$ cat config.mk
export PLATFORM = sky130hd
export DESIGN_NAME = pcsg_shift_cell
export DESIGN_NICKNAME = d
export VERILOG_FILES = /design/src/pcsg_pkg.sv /design/src/pcsg_shift_cell.sv
export SDC_FILE = /design/constraint.sdc
export NUM_CORES = 1
export LEC_CHECK = 0
export BUFFER_PORTS_ARGS = -buffer_cell sky130_fd_sc_hd__buf_2
export CORE_ASPECT_RATIO = 0.7
export CORE_MARGIN = 4
export CORE_UTILIZATION = 62
export CTS_BUF_LIST = sky130_fd_sc_hd__clkbuf_8
export DETAILED_ROUTE_END_ITERATION = 10
export GPL_TIMING_DRIVEN = 1
export PLACE_DENSITY = 0.84
export RECOVER_POWER = 100
export SLEW_MARGIN = 0
export SYNTH_ARGS = -nofsm -noshare
export SYNTH_HDL_FRONTEND = slang
export SYNTH_SLANG_ARGS = --single-unit
$ cat constraint.sdc
create_clock -name clock -period 21.7 [get_ports clock]
set_input_delay 1.085 -clock clock [delete_from_list [all_inputs] [get_ports clock]]
set_output_delay 1.085 -clock clock [all_outputs]
set_load 0.01 [all_outputs]
$ cat src/pcsg_pkg.sv
// Shared types and constants for the palette color shift and gamma unit.
// No dependencies; every other file of the block refers to it by scoped names.
package pcsg_pkg;

   localparam int SHIFT_SLOTS_DEF = 4;
   localparam int TABLE_ENTRIES   = 256;
   localparam int TBL_AW          = $clog2(TABLE_ENTRIES);
   localparam int CHAN_W          = 8;
   localparam int COUNT_W         = 3;
   localparam int CSR_AW          = 5;
   localparam int CSR_DW          = 32;
   localparam int REG_IDX_W       = 3;
   localparam int NUM_SHIFT_REGS  = 4;

   localparam logic FUNC_LOAD  = 1'b0;
   localparam logic FUNC_XFORM = 1'b1;

   localparam logic [REG_IDX_W-1:0] REG_SHIFT_COUNT = 3'd0;
   localparam logic [REG_IDX_W-1:0] REG_SHIFT_ZERO  = 3'd1;
   localparam logic [REG_IDX_W-1:0] REG_SHIFT_ONE   = 3'd2;
   localparam logic [REG_IDX_W-1:0] REG_SHIFT_TWO   = 3'd3;
   localparam logic [REG_IDX_W-1:0] REG_SHIFT_THREE = 3'd4;

   typedef struct packed {
      logic              func;
      logic [CHAN_W-1:0] red;
      logic [CHAN_W-1:0] green;
      logic [CHAN_W-1:0] blue;
      logic [TBL_AW-1:0] table_index;
      logic [CHAN_W-1:0] table_value;
   } item_type;

   // packing of one shift register: percent, then target red, green, blue
   typedef struct packed {
      logic [CHAN_W-1:0] percent;
      logic [CHAN_W-1:0] red;
      logic [CHAN_W-1:0] green;
      logic [CHAN_W-1:0] blue;
   } shift_type;

endpackage

$ cat src/pcsg_shift_cell.sv
// One cell of the shift chain: applies one color shift to a transaction when active and holds it.
// Depends on pcsg_pkg.
module pcsg_shift_cell (
   input  logic                clock,
   input  logic                reset,
   input  logic                active,
   input  pcsg_pkg::shift_type shift,
   input  logic                in_valid,
   output logic                in_ready,
   input  pcsg_pkg::item_type  in_data,
   output logic                out_valid,
   input  logic                out_ready,
   output pcsg_pkg::item_type  out_data
);

   // c + floor(pct * (d - c) / 256); upper bits of the product give the floor
   function automatic logic [pcsg_pkg::CHAN_W-1:0] blend_chan(
      input logic [pcsg_pkg::CHAN_W-1:0] c,
      input logic [pcsg_pkg::CHAN_W-1:0] d,
      input logic [pcsg_pkg::CHAN_W-1:0] pct);
      logic signed [pcsg_pkg::CHAN_W:0]     diff;
      logic signed [2*pcsg_pkg::CHAN_W+1:0] prod;
      logic signed [pcsg_pkg::CHAN_W+1:0]   step_v;
      logic signed [pcsg_pkg::CHAN_W+1:0]   sum;
      diff   = $signed({1'b0, d}) - $signed({1'b0, c});
      prod   = $signed({1'b0, pct}) * diff;
      step_v = prod[2*pcsg_pkg::CHAN_W+1:pcsg_pkg::CHAN_W];
      sum    = $signed({2'b00, c}) + step_v;
      return sum[pcsg_pkg::CHAN_W-1:0];
   endfunction

   logic               valid_ff;
   pcsg_pkg::item_type data_ff;
   pcsg_pkg::item_type data_in;

   assign in_ready  = !valid_ff || out_ready;
   assign out_valid = valid_ff;
   assign out_data  = data_ff;

   always_comb begin
      data_in = in_data;
      if (active) begin
         data_in.red   = blend_chan(in_data.red,   shift.red,   shift.percent);
         data_in.green = blend_chan(in_data.green, shift.green, shift.percent);
         data_in.blue  = blend_chan(in_data.blue,  shift.blue,  shift.percent);
      end
   end

   always_ff @(posedge clock) begin
      if (reset) begin
         valid_ff <= 1'b0;
      end else if (in_ready) begin
         valid_ff <= in_valid;
      end
   end

   always_ff @(posedge clock) begin
      if (in_ready && in_valid) begin
         data_ff <= data_in;
      end
   end

   // a stalled cell keeps its transaction
   a_hold_on_stall: assert property (@(posedge clock) disable iff (reset)
      valid_ff && !out_ready |=> valid_ff && $stable(data_ff))
      else $error("shift cell lost or changed a stalled transaction");

   // an inactive cell passes colors unchanged
   a_bypass: assert property (@(posedge clock) disable iff (reset)
      in_valid && in_ready && !active |=> data_ff == $past(in_data))
      else $error("inactive shift cell altered a transaction");

endmodule

==> flow_metrics.env <==
export IMPL_routedWlPerCell_um=15.6
export IMPL_cts_max_path_buffers=2
export IMPL_clk_latency_ns=0.35
export IMPL_grt_first_pass_wirelength_um=37500
export IMPL_syn_nets=1473
export IMPL_maxSlewHeadroom_pct=-98.3
export IMPL_cap_viol_max_count=1
export IMPL_finalCritPeriodShare_pct=44.6
export IMPL_ant_nets=0
export IMPL_initial_core_util_pct=64.4
export IMPL_hpwl_um=17400
export IMPL_slowest_stage="a21oi_1"
export IMPL_ys_seq_area_share_pct=12.3
export IMPL_grt_ovfl_total=0
export IMPL_synth_area_leader_cell="fa_1"
export IMPL_hold_class="flip-flop to flip-flop"
export IMPL_worstMarginPinSlew_ns=2.97
export IMPL_io_buffers=120
export IMPL_avgViaCountPerCell=5.44
export IMPL_ioPinCount=121
export IMPL_route_detailed_drc=0
export IMPL_whs_path_depth=2
export IMPL_first_pass_iters=7
export IMPL_cts_root_buffer="clkbuf_8"
export IMPL_core_area_um2=15800
export IMPL_clock_skew_ns=0.0252
export IMPL_syn_inst=1097
export IMPL_ctsHtreeMaxLevel=2
export IMPL_clkSinkCount=42
export IMPL_antenna_found_initial=0
export IMPL_outcome="finished with violations"
export IMPL_drtIter0Drc=531
export IMPL_cts_tree="built"
export IMPL_gr_usage_all_layers_pct=24.9
export IMPL_tns_ns=0
export IMPL_synth_common_cells="171 x inv_1, 166 x ha_1, 132 x fa_1, 91 x and2_1, 87 x nand2_1"
export IMPL_r2r_end="out_data[17]$_DFFE_PP_"
export IMPL_synth_area_per_cell_um2=9.26
export IMPL_fmax_mhz=103
export IMPL_yosysUniqueCellTypes=47
export IMPL_required_ns=21.81
export IMPL_post_cts_buffers=0
export IMPL_synth_edff_count=41
export IMPL_async_reset_ff_share_pct=0
export IMPL_grt_max_degree=43
export IMPL_violations="capacitance limit, slew limit"
export IMPL_setup_viol=0
export IMPL_crit_path_frequent_cell="fa_1"
export IMPL_dieArea_um2=18500
export IMPL_grt_pass1_vias=7971
export IMPL_place_gp_congestion=0.847
export IMPL_crit_buf_inv=5
export IMPL_critPathCaptureType="flip-flop"
export IMPL_cts_made_buffers=5
export IMPL_rr_worst_depth=2
export IMPL_fin_crit_ns=9.69
export IMPL_yosys_area_top_type_share_pct=26.0
export IMPL_fin_nets=1571
export IMPL_synthFlopType="edfxtp_1"
export IMPL_fp_dieH_um=115
export IMPL_r2r_slack_ns=18.66
export IMPL_critPathLaunchType="input pin"
export IMPL_rows=38
export IMPL_drt_wl_total_um=22000
export IMPL_drive_gt1_share_pct=8.28
export IMPL_r2r_start="out_valid$_SDFFE_PP0N_"
export IMPL_drv_slew=42
export IMPL_ys_ff_latch=42
export IMPL_cts_hold_buf=0
export IMPL_min_from="out_valid$_SDFFE_PP0N_"
export IMPL_synth_most_common_cell="inv_1"
export IMPL_cpPeakStageDelay_ns=0.79
export IMPL_post_cts_resize_count=0
export IMPL_hold_path_endpoint="out_valid$_SDFFE_PP0N_"
export IMPL_clkTransAtPathRegs_ns=0.11
export IMPL_rsz0062_at_grt="false"
export IMPL_finalHoldViolCount=0
export IMPL_synth_warnings=0
export IMPL_vias=7699
export IMPL_crit_type="input pin to flip-flop"
export IMPL_crit_arrival_ns=9.80
export IMPL_fp_dieW_um=161
export IMPL_area_growth_pct=7.91
export IMPL_synth_area_um2=10200
export IMPL_antenna_cells=0
export IMPL_path_delay_family="adder cells"
export IMPL_synthTopCellsByArea="fa_1 26%, ha_1 20%, edfxtp_1 12%, inv_1 6.3%, and2_1 5.6%"
export IMPL_worstPathMaxFanout=8
metrics by stage:
| step | setup WS, ns | hold slack, ns | std cells | cell area [um2] | util, % |
|---|---|---|---|---|---|
| 3_5_place_dp | 12.17 | 0.508 | 1408 | 10900 | 69.3 |
| 5_1_grt | 11.49 | 0.554 | 1416 | 11000 | 69.5 |
| 4_1_cts | 12.49 | 0.521 | 1416 | 11000 | 69.9 |
| 2_1_floorplan | 12.88 | 0.593 | 1097 | 10200 | - |
| 6_report | 12.01 | 0.531 | 1416 | 11000 | 69.5 |
| 3_3_place_gp | 12.35 | 0.490 | 1408 | 10900 | 69.3 |
final cells by class:
type	count	area, um2
clock buffer	6	82.6
sequential	42	1250
fill	1263	4820
multi-input combinational	853	8140
timing repair buffer	122	558
clock inverter	2	16.3
inverter	171	642
tap	220	275
cells by family after synthesis:
family	Yosys count	synth area share (%)
and+or+nand+nor	350	18.2
adders and majority gates	298	46.4
buffers and inverters	202	7.47
AOI/OAI and AO/OA	112	6.93
xor gates and xnor gates	62	5.48
DFF	42	12.3
muxes	31	3.18
how the worst max path moves through the flow:
stage                           start                endpoint  slack (ns)  cells past startpoint
after global placement    in_data[17]  out_data[23]$_DFFE_PP_       12.35                     35
after global routing      in_data[17]  out_data[23]$_DFFE_PP_       11.49                     35
after detailed placement  in_data[17]  out_data[23]$_DFFE_PP_       12.17                     35
after floorplan           in_data[17]  out_data[23]$_DFFE_PP_       12.88                     34
after CTS                 in_data[17]  out_data[23]$_DFFE_PP_       12.49                     35
final                     in_data[25]  out_data[31]$_DFFE_PP_       12.01                     37
state kept, by name, indices dropped and copies added, names as in the netlist:
register   count
out_data      41
out_valid      1
worst register-to-register path, delay by kind of cell (launching register included):
kind	cells	cell delay [ns]
and+or+nand+nor	2	2.28
DFF	1	0.32
cell usage in the layout (no fill, tap or decap), drive strengths merged, types with 15 or more instances in the layout:
cell,instances
o21ai,35
xnor2,46
fa,132
and2,91
clkbuf,52
xor2,15
nor2,49
a21o,18
nand2b,69
ha,166
a21oi,30
edfxtp,41
nand2,87
buf,76
inv,172
mux2i,21
metal layers:
metal	share of wire [%]	GRT usage (%)	vias to the layer above
met2	47	42.0	250
met5	0	0	-
li1	-	-	3713
met1	46	34.1	3700
met3	6.6	5.02	36
met4	1.4	4.83	0
Power is not shown: default switching activity piles up to over one toggle a cycle in this logic, so the estimate is an artifact.
